==> config.mk <==
export PLATFORM = sky130hd
export DESIGN_NAME = gdh_divider
export DESIGN_NICKNAME = d
export VERILOG_FILES = /design/src/hdl/gdh_pkg.sv /design/src/hdl/gdh_divider.sv
export SDC_FILE = /design/constraint.sdc
export NUM_CORES = 1
export LEC_CHECK = 0
export BUFFER_PORTS_ARGS = -buffer_cell sky130_fd_sc_hd__buf_4
export CAP_MARGIN = 20
export CORE_UTILIZATION = 47
export DETAILED_ROUTE_END_ITERATION = 12
export PLACE_DENSITY = 0.72
export SLEW_MARGIN = 40
export SYNTH_ARGS = -nofsm -noshare
export SYNTH_HDL_FRONTEND = slang
export SYNTH_SLANG_ARGS = --single-unit
==> constraint.sdc <==
create_clock -name clock -period 2.25 [get_ports clock]
set_clock_uncertainty 0.2 [all_clocks]
set_input_delay 0.45 -clock clock [delete_from_list [all_inputs] [get_ports clock]]
set_output_delay 0.45 -clock clock [all_outputs]
set_load 0.05 [all_outputs]
==> src/hdl/gdh_pkg.sv <==
package gdh_pkg;

   // Sizing of the count store.
   localparam int MAX_GRID   = 32;
   localparam int COUNT_BITS = 16;
   localparam int CELLS      = MAX_GRID * MAX_GRID;
   localparam int ADDR_BITS  = (CELLS > 1) ? $clog2(CELLS) : 1;

   // Field widths.
   localparam int OP_BITS        = 2;
   localparam int COORD_BITS     = 10;
   localparam int SPAN_BITS      = 10;
   localparam int IDX_BITS       = 10;
   localparam int G_BITS         = 6;
   localparam int K_BITS         = G_BITS + 1;
   localparam int OUT_COUNT_BITS = 16;
   localparam int EDGE_BITS      = 15;
   localparam int Q_SHIFT        = 4;

   // Configuration port.
   localparam int CSR_IDX_BITS  = 3;
   localparam int CSR_DATA_BITS = 10;

   localparam logic [CSR_IDX_BITS-1:0] CSR_AREA_LEFT   = 3'd0;
   localparam logic [CSR_IDX_BITS-1:0] CSR_AREA_TOP    = 3'd1;
   localparam logic [CSR_IDX_BITS-1:0] CSR_AREA_WIDTH  = 3'd2;
   localparam logic [CSR_IDX_BITS-1:0] CSR_AREA_HEIGHT = 3'd3;
   localparam logic [CSR_IDX_BITS-1:0] CSR_GRID_SIZE   = 3'd4;

   localparam logic [SPAN_BITS-1:0]  RST_AREA_LEFT   = 10'd0;
   localparam logic [SPAN_BITS-1:0]  RST_AREA_TOP    = 10'd0;
   localparam logic [SPAN_BITS-1:0]  RST_AREA_WIDTH  = 10'd640;
   localparam logic [SPAN_BITS-1:0]  RST_AREA_HEIGHT = 10'd480;
   localparam logic [G_BITS-1:0]     RST_GRID_SIZE   = 6'd10;

   // Opcodes.
   localparam logic [OP_BITS-1:0] OP_ADD   = 2'd0;
   localparam logic [OP_BITS-1:0] OP_READ  = 2'd1;
   localparam logic [OP_BITS-1:0] OP_CLEAR = 2'd2;

   // Divider operand width: the widest dividend is an edge numerator,
   // 16 * k * span + g/2 with k up to MAX_GRID and span below 1024.
   localparam int DIV_BITS     = $clog2(16 * MAX_GRID * 1024);
   localparam int DIV_CNT_BITS = $clog2(DIV_BITS + 1);

   localparam logic [COUNT_BITS-1:0] COUNT_MAX = '1;

   localparam int SAT_BITS = (COUNT_BITS > OUT_COUNT_BITS) ? COUNT_BITS : OUT_COUNT_BITS;

   typedef struct packed {
      logic                 start;
      logic [DIV_BITS-1:0]  dividend;
      logic [SPAN_BITS-1:0] divisor;
   } div_req_type;

   typedef struct packed {
      logic                 done;
      logic [DIV_BITS-1:0]  quotient;
      logic [SPAN_BITS-1:0] remainder;
   } div_rsp_type;

   // Clamp a stored count to the reported count width.
   function automatic logic [OUT_COUNT_BITS-1:0] sat_count(input logic [COUNT_BITS-1:0] c);
      logic [SAT_BITS-1:0] ext;
      ext = SAT_BITS'(c);
      if (ext > SAT_BITS'({OUT_COUNT_BITS{1'b1}})) begin
         return '1;
      end
      return OUT_COUNT_BITS'(ext);
   endfunction

endpackage

==> src/hdl/gdh_divider.sv <==
module gdh_divider import gdh_pkg::*; (
   input  logic        clock,
   input  logic        reset,
   input  div_req_type req,
   output div_rsp_type rsp
);

   localparam int DONE_LAT = DIV_BITS + 1;

   logic [DIV_BITS-1:0]     quo_ff, quo_in;
   logic [SPAN_BITS-1:0]    rem_ff, rem_in;
   logic [SPAN_BITS-1:0]    divisor_ff, divisor_in;
   logic [DIV_CNT_BITS-1:0] cnt_ff, cnt_in;
   logic                    busy_ff, busy_in;
   logic                    done_ff, done_in;
   logic [SPAN_BITS:0]      trial;
   logic                    fits;

   // One restoring step per cycle: shift the next dividend bit into the
   // partial remainder and subtract the divisor when it fits.
   always_comb begin
      trial      = {rem_ff, quo_ff[DIV_BITS-1]};
      fits       = (trial >= {1'b0, divisor_ff});
      quo_in     = quo_ff;
      rem_in     = rem_ff;
      divisor_in = divisor_ff;
      cnt_in     = cnt_ff;
      busy_in    = busy_ff;
      done_in    = 1'b0;
      if (req.start) begin
         quo_in     = req.dividend;
         rem_in     = '0;
         divisor_in = req.divisor;
         cnt_in     = DIV_CNT_BITS'(DIV_BITS);
         busy_in    = 1'b1;
      end else if (busy_ff) begin
         quo_in = {quo_ff[DIV_BITS-2:0], fits};
         rem_in = fits ? SPAN_BITS'(trial - {1'b0, divisor_ff}) : trial[SPAN_BITS-1:0];
         cnt_in = cnt_ff - 1'b1;
         if (cnt_ff == DIV_CNT_BITS'(1)) begin
            busy_in = 1'b0;
            done_in = 1'b1;
         end
      end
   end

   always_ff @(posedge clock) begin
      if (reset) begin
         busy_ff <= 1'b0;
         done_ff <= 1'b0;
         cnt_ff  <= '0;
      end else begin
         busy_ff <= busy_in;
         done_ff <= done_in;
         cnt_ff  <= cnt_in;
      end
   end

   always_ff @(posedge clock) begin
      quo_ff     <= quo_in;
      rem_ff     <= rem_in;
      divisor_ff <= divisor_in;
   end

   assign rsp.done      = done_ff;
   assign rsp.quotient  = quo_ff;
   assign rsp.remainder = rem_ff;

   a_start_when_idle: assert property (@(posedge clock) disable iff (reset)
      req.start |-> !busy_ff)
      else $error("divider started while busy");

   a_fixed_latency: assert property (@(posedge clock) disable iff (reset)
      req.start |-> ##DONE_LAT done_ff)
      else $error("divider result not ready after the fixed latency");

   a_rem_below_divisor: assert property (@(posedge clock) disable iff (reset)
      (done_ff && divisor_ff != '0) |-> (rem_ff < divisor_ff))
      else $error("divider remainder not below divisor");

endmodule

# Word level (Yosys, flattened, before mapping)
# Cells that the tools add are included.
[word_totals] regBits=46 inputBits=32 out_inout_bits=30
[op_classes] add_sub_neg=2 magnitude_cmp=1 n_eq_ne=1 muxes=9 bitwise_logic=1 n_reduce_logical=3
[ops] op="2-to-1 mux 19 bit" count=2
[ops] op=">= comparator 11 x 10 -> 1 bit" count=1
[ops] op="2-to-1 mux 10 bit" count=1
[ops] op="2-to-1 mux 5 bit" count=2
[ops] op="subtractor 10 bit" count=1
[ops] op="equality test 5 x 1 -> 1 bit, second input constant" count=1
[ops] op="subtractor 5 x 1 -> 5 bit, second input constant" count=1
[ops] op="2-to-1 mux 1 bit" count=4
[ops] op="OR reduction 3 bit" count=1
[ops] op="nonzero test 2 bit" count=1
[ops] op="OR reduction 2 bit" count=1
[ops] op="NOT 1 bit" count=1

# Depth between registers and ports, before layout
# Gate-level depths: netlist (run 1).
[logic_depth] word_depth=4 mapped_depth=10 mapped_depth_nobuf=10

# Worst setup path after synthesis (run 1)
# OpenSTA, ideal clock, no wires.
[synth_path] kind="flip-flop to flip-flop" start="reg rem_ff[7]" end="reg quo_ff[0] (data pin)" setup_time_ns=0.260 arrival_ns=2.094 required_ns=1.790 slack_ns=-0.304 stages_incl_launch_ff=7 path_buffers=1 synth_period_minus_slack_ns=2.554 cell_sequence="dfxtp_1 ha_1 a21o_1 a211oi_1 nand3_2 buf_6 mux2_2"
[synth_via] elab_chain_len=3
[synth_rtl] item="start: declaration" line_no="gdh_divider.sv:11" rtl="logic [SPAN_BITS-1:0] rem_ff, rem_in;"
[synth_rtl] item="start signal: assignment" line_no="gdh_divider.sv:61" rtl="rem_ff <= rem_in;"
[synth_rtl] item=">= comparator 11 x 10 -> 1 bit" line_no="gdh_divider.sv:23" rtl="fits = (trial >= {1'b0, divisor_ff});"
[synth_rtl] item="2-to-1 mux 19 bit" line_no="gdh_divider.sv:36" rtl="end else if (busy_ff) begin"
[synth_rtl] item="2-to-1 mux 19 bit" line_no="gdh_divider.sv:30" rtl="if (req.start) begin"
[synth_rtl] item="via quo_in[0]" line_no="gdh_divider.sv:10" rtl="logic [DIV_BITS-1:0] quo_ff, quo_in;"
[synth_rtl] item="end signal: assignment" line_no="gdh_divider.sv:60" rtl="quo_ff <= quo_in;"
[synth_rtl] item="end: declaration" line_no="gdh_divider.sv:10"
# The timed path passes the listed nets, and every way through them passes these cells. The select of a mux whose other input is x is not followed.
# A chain may end at the register's enable or synchronous reset.

# Final worst setup path (run 1)
[layout_path] start="reg divisor_ff[1]" end="reg rem_ff[4]"
[layout_via] elab_chain_len=2
[layout_rtl] item="start: declaration" line_no="gdh_divider.sv:12" rtl="logic [SPAN_BITS-1:0] divisor_ff, divisor_in;"
[layout_rtl] item="start signal: assignment" line_no="gdh_divider.sv:62" rtl="divisor_ff <= divisor_in;"
[layout_rtl] item="subtractor 10 bit / >= comparator 11 x 10 -> 1 bit (equally long branches)" line_no="gdh_divider.sv:38, gdh_divider.sv:23"
[layout_rtl] item="2-to-1 mux 10 bit *" line_no="gdh_divider.sv:38" rtl="rem_in = fits ? SPAN_BITS'(trial - {1'b0, divisor_ff}) : trial[SPAN_BITS-1:0];"
# Mark *: on every way between the ends. The rest lies on a longest branch, timed or not.

==> results of run 1 <==
==> final cells by class <==
cell class	count	share of cell area
clock buffer	6	0.0250
clock inverter	2	0.00379
inverter	15	0.0171
multi-input combinational	132	0.364
sequential	46	0.369
tap	67	0.0254
timing repair buffer	86	0.196
==> cell usage after synthesis, types with 5 or more instances <==
master,number,share of area
edfxtp_1,29,0.37
mux2_2,19,0.091
dfxtp_1,17,0.15
inv_1,15,0.024
nor2_1,14,0.022
ha_1,12,0.064
nand2_1,9,0.014
a211oi_1,7,0.022
a21oi_1,7,0.015
clkbuf_1,6,0.0096
nand3_1,6,0.013
xor2_1,6,0.022
nor3_1,5,0.011
xnor2_1,5,0.019
==> worst max-delay path, stage by stage, from the launching register on <==
cell      delay, ns
edfxtp_1       0.33
inv_1          0.08
ha_4           0.28
nor2b_4        0.17
o21bai_4       0.07
a2111o_1       0.51
nand3_4        0.18
mux2i_1        0.23
a211oi_1       0.10
==> worst max-delay path by stage <==
stage               slack, ns                    start  cells after the start                endpoint
finish                  -0.02  divisor_ff[1]$_DFFE_PP_                      8  rem_ff[4]$_SDFFE_PP0P_
CTS                      0.01  divisor_ff[6]$_DFFE_PP_                      8  rem_ff[7]$_SDFFE_PP0P_
global placement        0.006  divisor_ff[3]$_DFFE_PP_                      8  rem_ff[3]$_SDFFE_PP0P_
floorplan               -0.22     quo_ff[18]$_DFFE_PP_                      9  rem_ff[4]$_SDFFE_PP0P_
global route            -0.11     quo_ff[18]$_DFFE_PP_                     10  rem_ff[6]$_SDFFE_PP0P_
detailed placement      -0.04  divisor_ff[3]$_DFFE_PP_                      8  rem_ff[1]$_SDFFE_PP0P_
==> stage by stage <==
step / worst slack, ns / std cells / power [mW]
floorplan: -0.222 / 200 / 1.58
CTS: 0.0124 / 353 / 2.39
finish: -0.0229 / 354 / 2.43
detailed placement: -0.0399 / 344 / 1.85
global route: -0.107 / 354 / 2.55
global placement: 0.00553 / 344 / 1.84
==> kinds of logic after synthesis <==
group / after synthesis
flip-flops: 46
AO/OA/AOI/OAI: 38
buffers and inverters: 23
adder cells (fa/ha/maj): 13
AND/OR/NAND/NOR: 46
multiplexers: 23
XOR/XNOR: 11
==> timing repair <==
item                                    4_1_cts  5_1_grt
resized for setup                             2       18
gates cloned                                  1        0
setup buffers                                 0        1
pin swaps                                     2        8
endpoints found under the setup margin        6       11
==> flip-flops by register name, summed over array words and instances (netlist names) <==
signal,count
quo_ff,19
done_ff,1
rem_ff,10
cnt_ff,5
busy_ff,1
divisor_ff,10
==> report_power, final <==
group          switching, mW  total [mW]  internal (mW)  leakage (nW)
clock                  0.279       0.526          0.247        0.0472
combinational          0.490       0.865          0.375         0.945
sequential            0.0527        1.04          0.990         0.432
total                  0.822        2.43           1.61          1.42
==> per-layer routing <==
layer  vias to the layer above  track usage  wire length (microns)
li1                        908            -                      -
met1                       858        0.296                   2530
met2                        51        0.310                   2600
met3                         6       0.0472                    228
met4                         0       0.0654                     59
met5                         -            0                      0
==> results.json, run 1 <==
{
  "outcome": "finished, violations left",
  "violations": "negative setup slack",
  "clk_pin_slew_ns": 0.09,
  "regArea_sq_mm": 0.00122,
  "synthSimpleGateAreaFrac": 0.0984,
  "antenna_cells": 0,
  "design.core.area_sq_mm": 0.00475,
  "hold_path_end": "divisor_ff[0]$_DFFE_PP_",
  "num_io_pins": 62,
  "crit_fanout": 6,
  "netlist_instances": 200,
  "required_ns": 2.22,
  "ctsHoldBuffers": 0,
  "power_density_mw_per_mm2": 737,
  "finalMaxSlewViolations": 0,
  "setup_violations": 1,
  "post_drt_via_cell_ratio": 5.15,
  "holdPathStages": 1,
  "ant_nets": 0,
  "syn-mean-instance-area_sq_um": 11.7,
  "reg2reg_from": "divisor_ff[1]$_DFFE_PP_",
  "leakagePower_nw": 1.42,
  "drv_cap": 0,
  "min_path_type": "in2reg",
  "fin_crit_sh": 1.01,
  "dieArea_sq_mm": 0.00526,
  "worst_pin_slew_ns": 0.370,
  "fp.dieH_microns": 72.5,
  "avgRoutedWirePerCell_microns": 15.3,
  "grt_pass1_wl_mm": 8.18,
  "synth_xor_area_frac": 0.0412,
  "ys_seq_area_frac": 0.518,
  "hold_viol": 0,
  "worstSetupPathType": "reg2reg",
  "tns_ns": -0.0229,
  "multiInputGateArea_sq_mm": 0.00120,
  "place_congestion": 0.975,
  "fin_area_sq_mm": 0.00330,
  "synth_compound_area_frac": 0.119,
  "synth_edf_count": 29,
  "drive_gt1_frac": 0.526,
  "cp-end-kind": "flop",
  "vias": 1823,
  "synth_top_family_by_area": "compound AO/OA/AOI/OAI gates",
  "setup.worst_path.start_class": "flop",
  "root_buffer": "clkbuf_8",
  "synth_adder_area_share": 0.0728,
  "fin_util": 0.694,
  "fmax_mhz": 440,
  "grt_max_degree": 25,
  "drt-initial-drc-count": 78,
  "grt_use_total": 0.207,
  "ys_seq_elements": 46,
  "final_cell_mix": "buf_4 (86), edfxtp_1 (29), mux2_2 (19)",
  "place_area_sq_mm": 0.00306,
  "grt_pass1_vias": 1714,
  "n_fill_cell": 364,
  "setup_ws_ns": -0.0229,
  "whs_ns": 0.126,
  "min_period_ns": 2.27,
  "grt_overflow": 0,
  "nets": 331,
  "synth_ff_type": "edfxtp_1",
  "crit_arrival_ns": 2.24,
  "cts_buffers": 5,
  "clkLatencyLatePin_ns": 0.30,
  "port-buffer-count": 61,
  "wl_mm": 5.42,
  "drc": 0,
  "area_delta_synth_final_pct": 41.1,
  "synth_nets": 245,
  "hpwl_mm": 3.77,
  "async_flop_share": 0,
  "min-delay-start": "req[0]",
  "worst_r2r_path_depth": 8,
  "htree_levels": 2,
  "start_util": 0.492,
  "r2r_end": "rem_ff[4]$_SDFFE_PP0P_",
  "cts_tree": "yes",
  "irDropWorstVdd_uv": 567,
  "fp.dieW_microns": 72.5,
  "clock_path_buffers": 2,
  "clock_sinks": 46,
  "syn_area_sq_mm": 0.00234,
  "yosysWarnings": 0,
  "synthMuxAreaShare": 0.109,
  "antenna_found_initial": 0,
  "layout_commonest_cell": "buf_4",
  "r2r_setup_slack_ns": -0.02,
  "dr.pass1.iters": 4,
  "row_count": 25,
  "relSlewSlack": 0.751,
  "synth_cell_types": 40,
  "grt_setup_unrepaired": "yes"
}
(Power assumes the default switching activity.)
==> run 2: changes to the inputs <==
Settings changed: BUFFER_PORTS_ARGS -buffer_cell sky130_fd_sc_hd__buf_4 to unset, CORE_UTILIZATION 47 to 56, DONT_BUFFER_PORTS set to 1, PLACE_DENSITY 0.72 to unset, PLACE_DENSITY_LB_ADDON set to 0.05.
==> run 2 against run 1 <==
Net effect:
- the flow still finishes with violations (negative setup slack)
- sequential share of layout area grew 5.3 points
- total power shrank 3.8%
- final area shrank 13%
- combinational power shrank 27%
- hold slack lost 0.087 ns
- die area shrank 16%
- maximum frequency shrank 0.96%
- cell count shrank 21%
- critical endpoint is now rem_ff[0]$_SDFFE_PP0P_
- largest cell class is now multi-input gates
==> results.json, run 2 (synthesis results as in run 1) <==
{
  "outcome": "finished, violations left",
  "violations": "negative setup slack",
  "wl_mm": 5.30,
  "cts_tree": "yes",
  "crit_fanout": 6,
  "cp-end-kind": "flop",
  "leakagePower_nw": 1.14,
  "required_ns": 2.24,
  "grt_pass1_wl_mm": 7.45,
  "grt_setup_unrepaired": "yes",
  "relSlewSlack": 0.473,
  "avgRoutedWirePerCell_microns": 18.9,
  "worst_pin_slew_ns": 0.789,
  "slowest_delay_ns": 0.38,
  "clk_pin_slew_ns": 0.09,
  "worstSetupPathType": "reg2reg",
  "crit_chain": "inv_2, ha_4, a21o_1, a21oi_1, a2111o_1, nand3_4, buf_4, o311a_2",
  "crit_slowest_cell": "edfxtp_1",
  "crit_arrival_ns": 2.29,
  "fp.dieH_microns": 66.6,
  "dr.pass1.iters": 4,
  "layout_commonest_cell": "edfxtp_1",
  "fin_crit_sh": 1.02,
  "fmax_mhz": 436,
  "area_delta_synth_final_pct": 23.4,
  "clkPwrFrac": 0.228,
  "dieArea_sq_mm": 0.00444,
  "biggestRegsByFlops": "quo_ff x19, divisor_ff x10, rem_ff x10",
  "htree_levels": 2,
  "fp.dieW_microns": 66.6,
  "clock_sinks": 46,
  "drt-initial-drc-count": 114,
  "min_period_ns": 2.29,
  "largest_reg_flops": 19,
  "drc": 0,
  "grt_max_degree": 45,
  "switching_share": 0.344,
  "power_frac_comb": 0.269,
  "nets": 274,
  "n_fill_cell": 256,
  "place_ws_ns": -0.0391,
  "clock_path_buffers": 2,
  "power_switching_mw": 0.805,
  "grt_use_total": 0.236,
  "drv_cap": 0,
  "vias": 1711,
  "setup_ws_ns": -0.0449,
  "cts_buffers": 5,
  "drive_gt1_frac": 0.383,
  "pwr-share-seq": 0.503,
  "tns_ns": -0.119,
  "setup.worst_path.start_class": "flop",
  "grt_pass1_vias": 1601,
  "finalMaxSlewViolations": 0,
  "place_congestion": 0.953,
  "num_io_pins": 62,
  "regArea_sq_mm": 0.00122,
  "grt_overflow": 0,
  "multiInputGateArea_sq_mm": 0.00123,
  "final_cell_mix": "edfxtp_1 (29), buf_4 (25), mux2_2 (19)",
  "antenna_cells": 0,
  "design.core.area_sq_mm": 0.00400,
  "power_density_mw_per_mm2": 811,
  "hpwl_mm": 3.47,
  "setup_violations": 3,
  "crit_start": "divisor_ff[3]$_DFFE_PP_",
  "reg2reg_from": "divisor_ff[3]$_DFFE_PP_",
  "port-buffer-count": 0,
  "post_drt_via_cell_ratio": 6.11,
  "top_register": "quo_ff",
  "antenna_found_initial": 0,
  "ant_nets": 0,
  "p_int_mw": 1.54,
  "root_buffer": "clkbuf_8",
  "hold_viol": 0,
  "irDropWorstVdd_uv": 481,
  "clkLatencyLatePin_ns": 0.30,
  "row_count": 23,
  "min-delay-start": "req[29]",
  "start_util": 0.585,
  "min_path_type": "in2reg"
}
==> run 2: layout make-up <==
cell class,count,share of cell area
Clock buffer,7,0.0299
Multi-Input combinational cell,132,0.425
Sequential cell,46,0.422
Inverter,15,0.0195
Timing Repair Buffer,29,0.0789
Tap cell,50,0.0217
Clock inverter,1,0.00303
==> run 2: metal layers <==
layer,wire [microns],vias to the layer above,track usage
met5,0,-,0
li1,-,793,-
met4,90,0,0.0718
met1,2140,841,0.289
met3,346,10,0.0856
met2,2720,67,0.385
==> run 2: final timing paths <==
| check | end | slack [ns] | depth (start not counted) |
|---|---|---|---|
| worst min register to register | done_ff$_SDFF_PP0_ | 0.37 | 2 |
| worst max-delay path | rem_ff[0]$_SDFFE_PP0P_ | -0.04 | 8 |
| worst min-delay path | done_ff$_SDFF_PP0_ | 0.04 | 1 |
| worst max register to register | rem_ff[0]$_SDFFE_PP0P_ | -0.04 | 8 |
==> run 2: metrics by stage <==
| stage | total power, mW | util | instances | instance area [sq um] | hold WS [ns] |
|---|---|---|---|---|---|
| floorplan | 1.58 | - | 200 | 2380 | 0.319 |
| global placement | 1.70 | 0.646 | 266 | 2580 | 0.320 |
| detailed placement | 1.72 | 0.646 | 266 | 2580 | 0.322 |
| CTS | 2.28 | 0.683 | 277 | 2730 | 0.000111 |
| global route | 2.45 | 0.722 | 280 | 2890 | 0.00234 |
| finish | 2.34 | 0.722 | 280 | 2890 | 0.0382 |
==> run 2: worst max-delay path, delay by kind of cell (launching register included) <==
family                   cells  cell delay (ns)
adder cells (fa/ha/maj)      1             0.20
flip-flops                   1             0.38
AO/OA/AOI/OAI                4             0.99
AND/OR/NAND/NOR              1             0.17
buffers and inverters        2             0.26
==> run 2: timing repair <==
item | CTS | global route
endpoints found under the hold margin | 4 | 6
gates cloned | 1 | 0
endpoints found under the setup margin | 5 | 11
hold buffers | 1 | 3
resized for setup | 3 | 19
buffers inserted | 1 | 0
pin swaps | 4 | 9
==> run 2: power by group through the flow <==
stage               registers [mW]  logic (mW)  clock network, mW
CTS                           1.17       0.561              0.550
global route                  1.19       0.669              0.588
finish                        1.18       0.631              0.534
detailed placement            1.19       0.532                  0
floorplan                     1.25       0.326                  0
global placement              1.19       0.513                  0
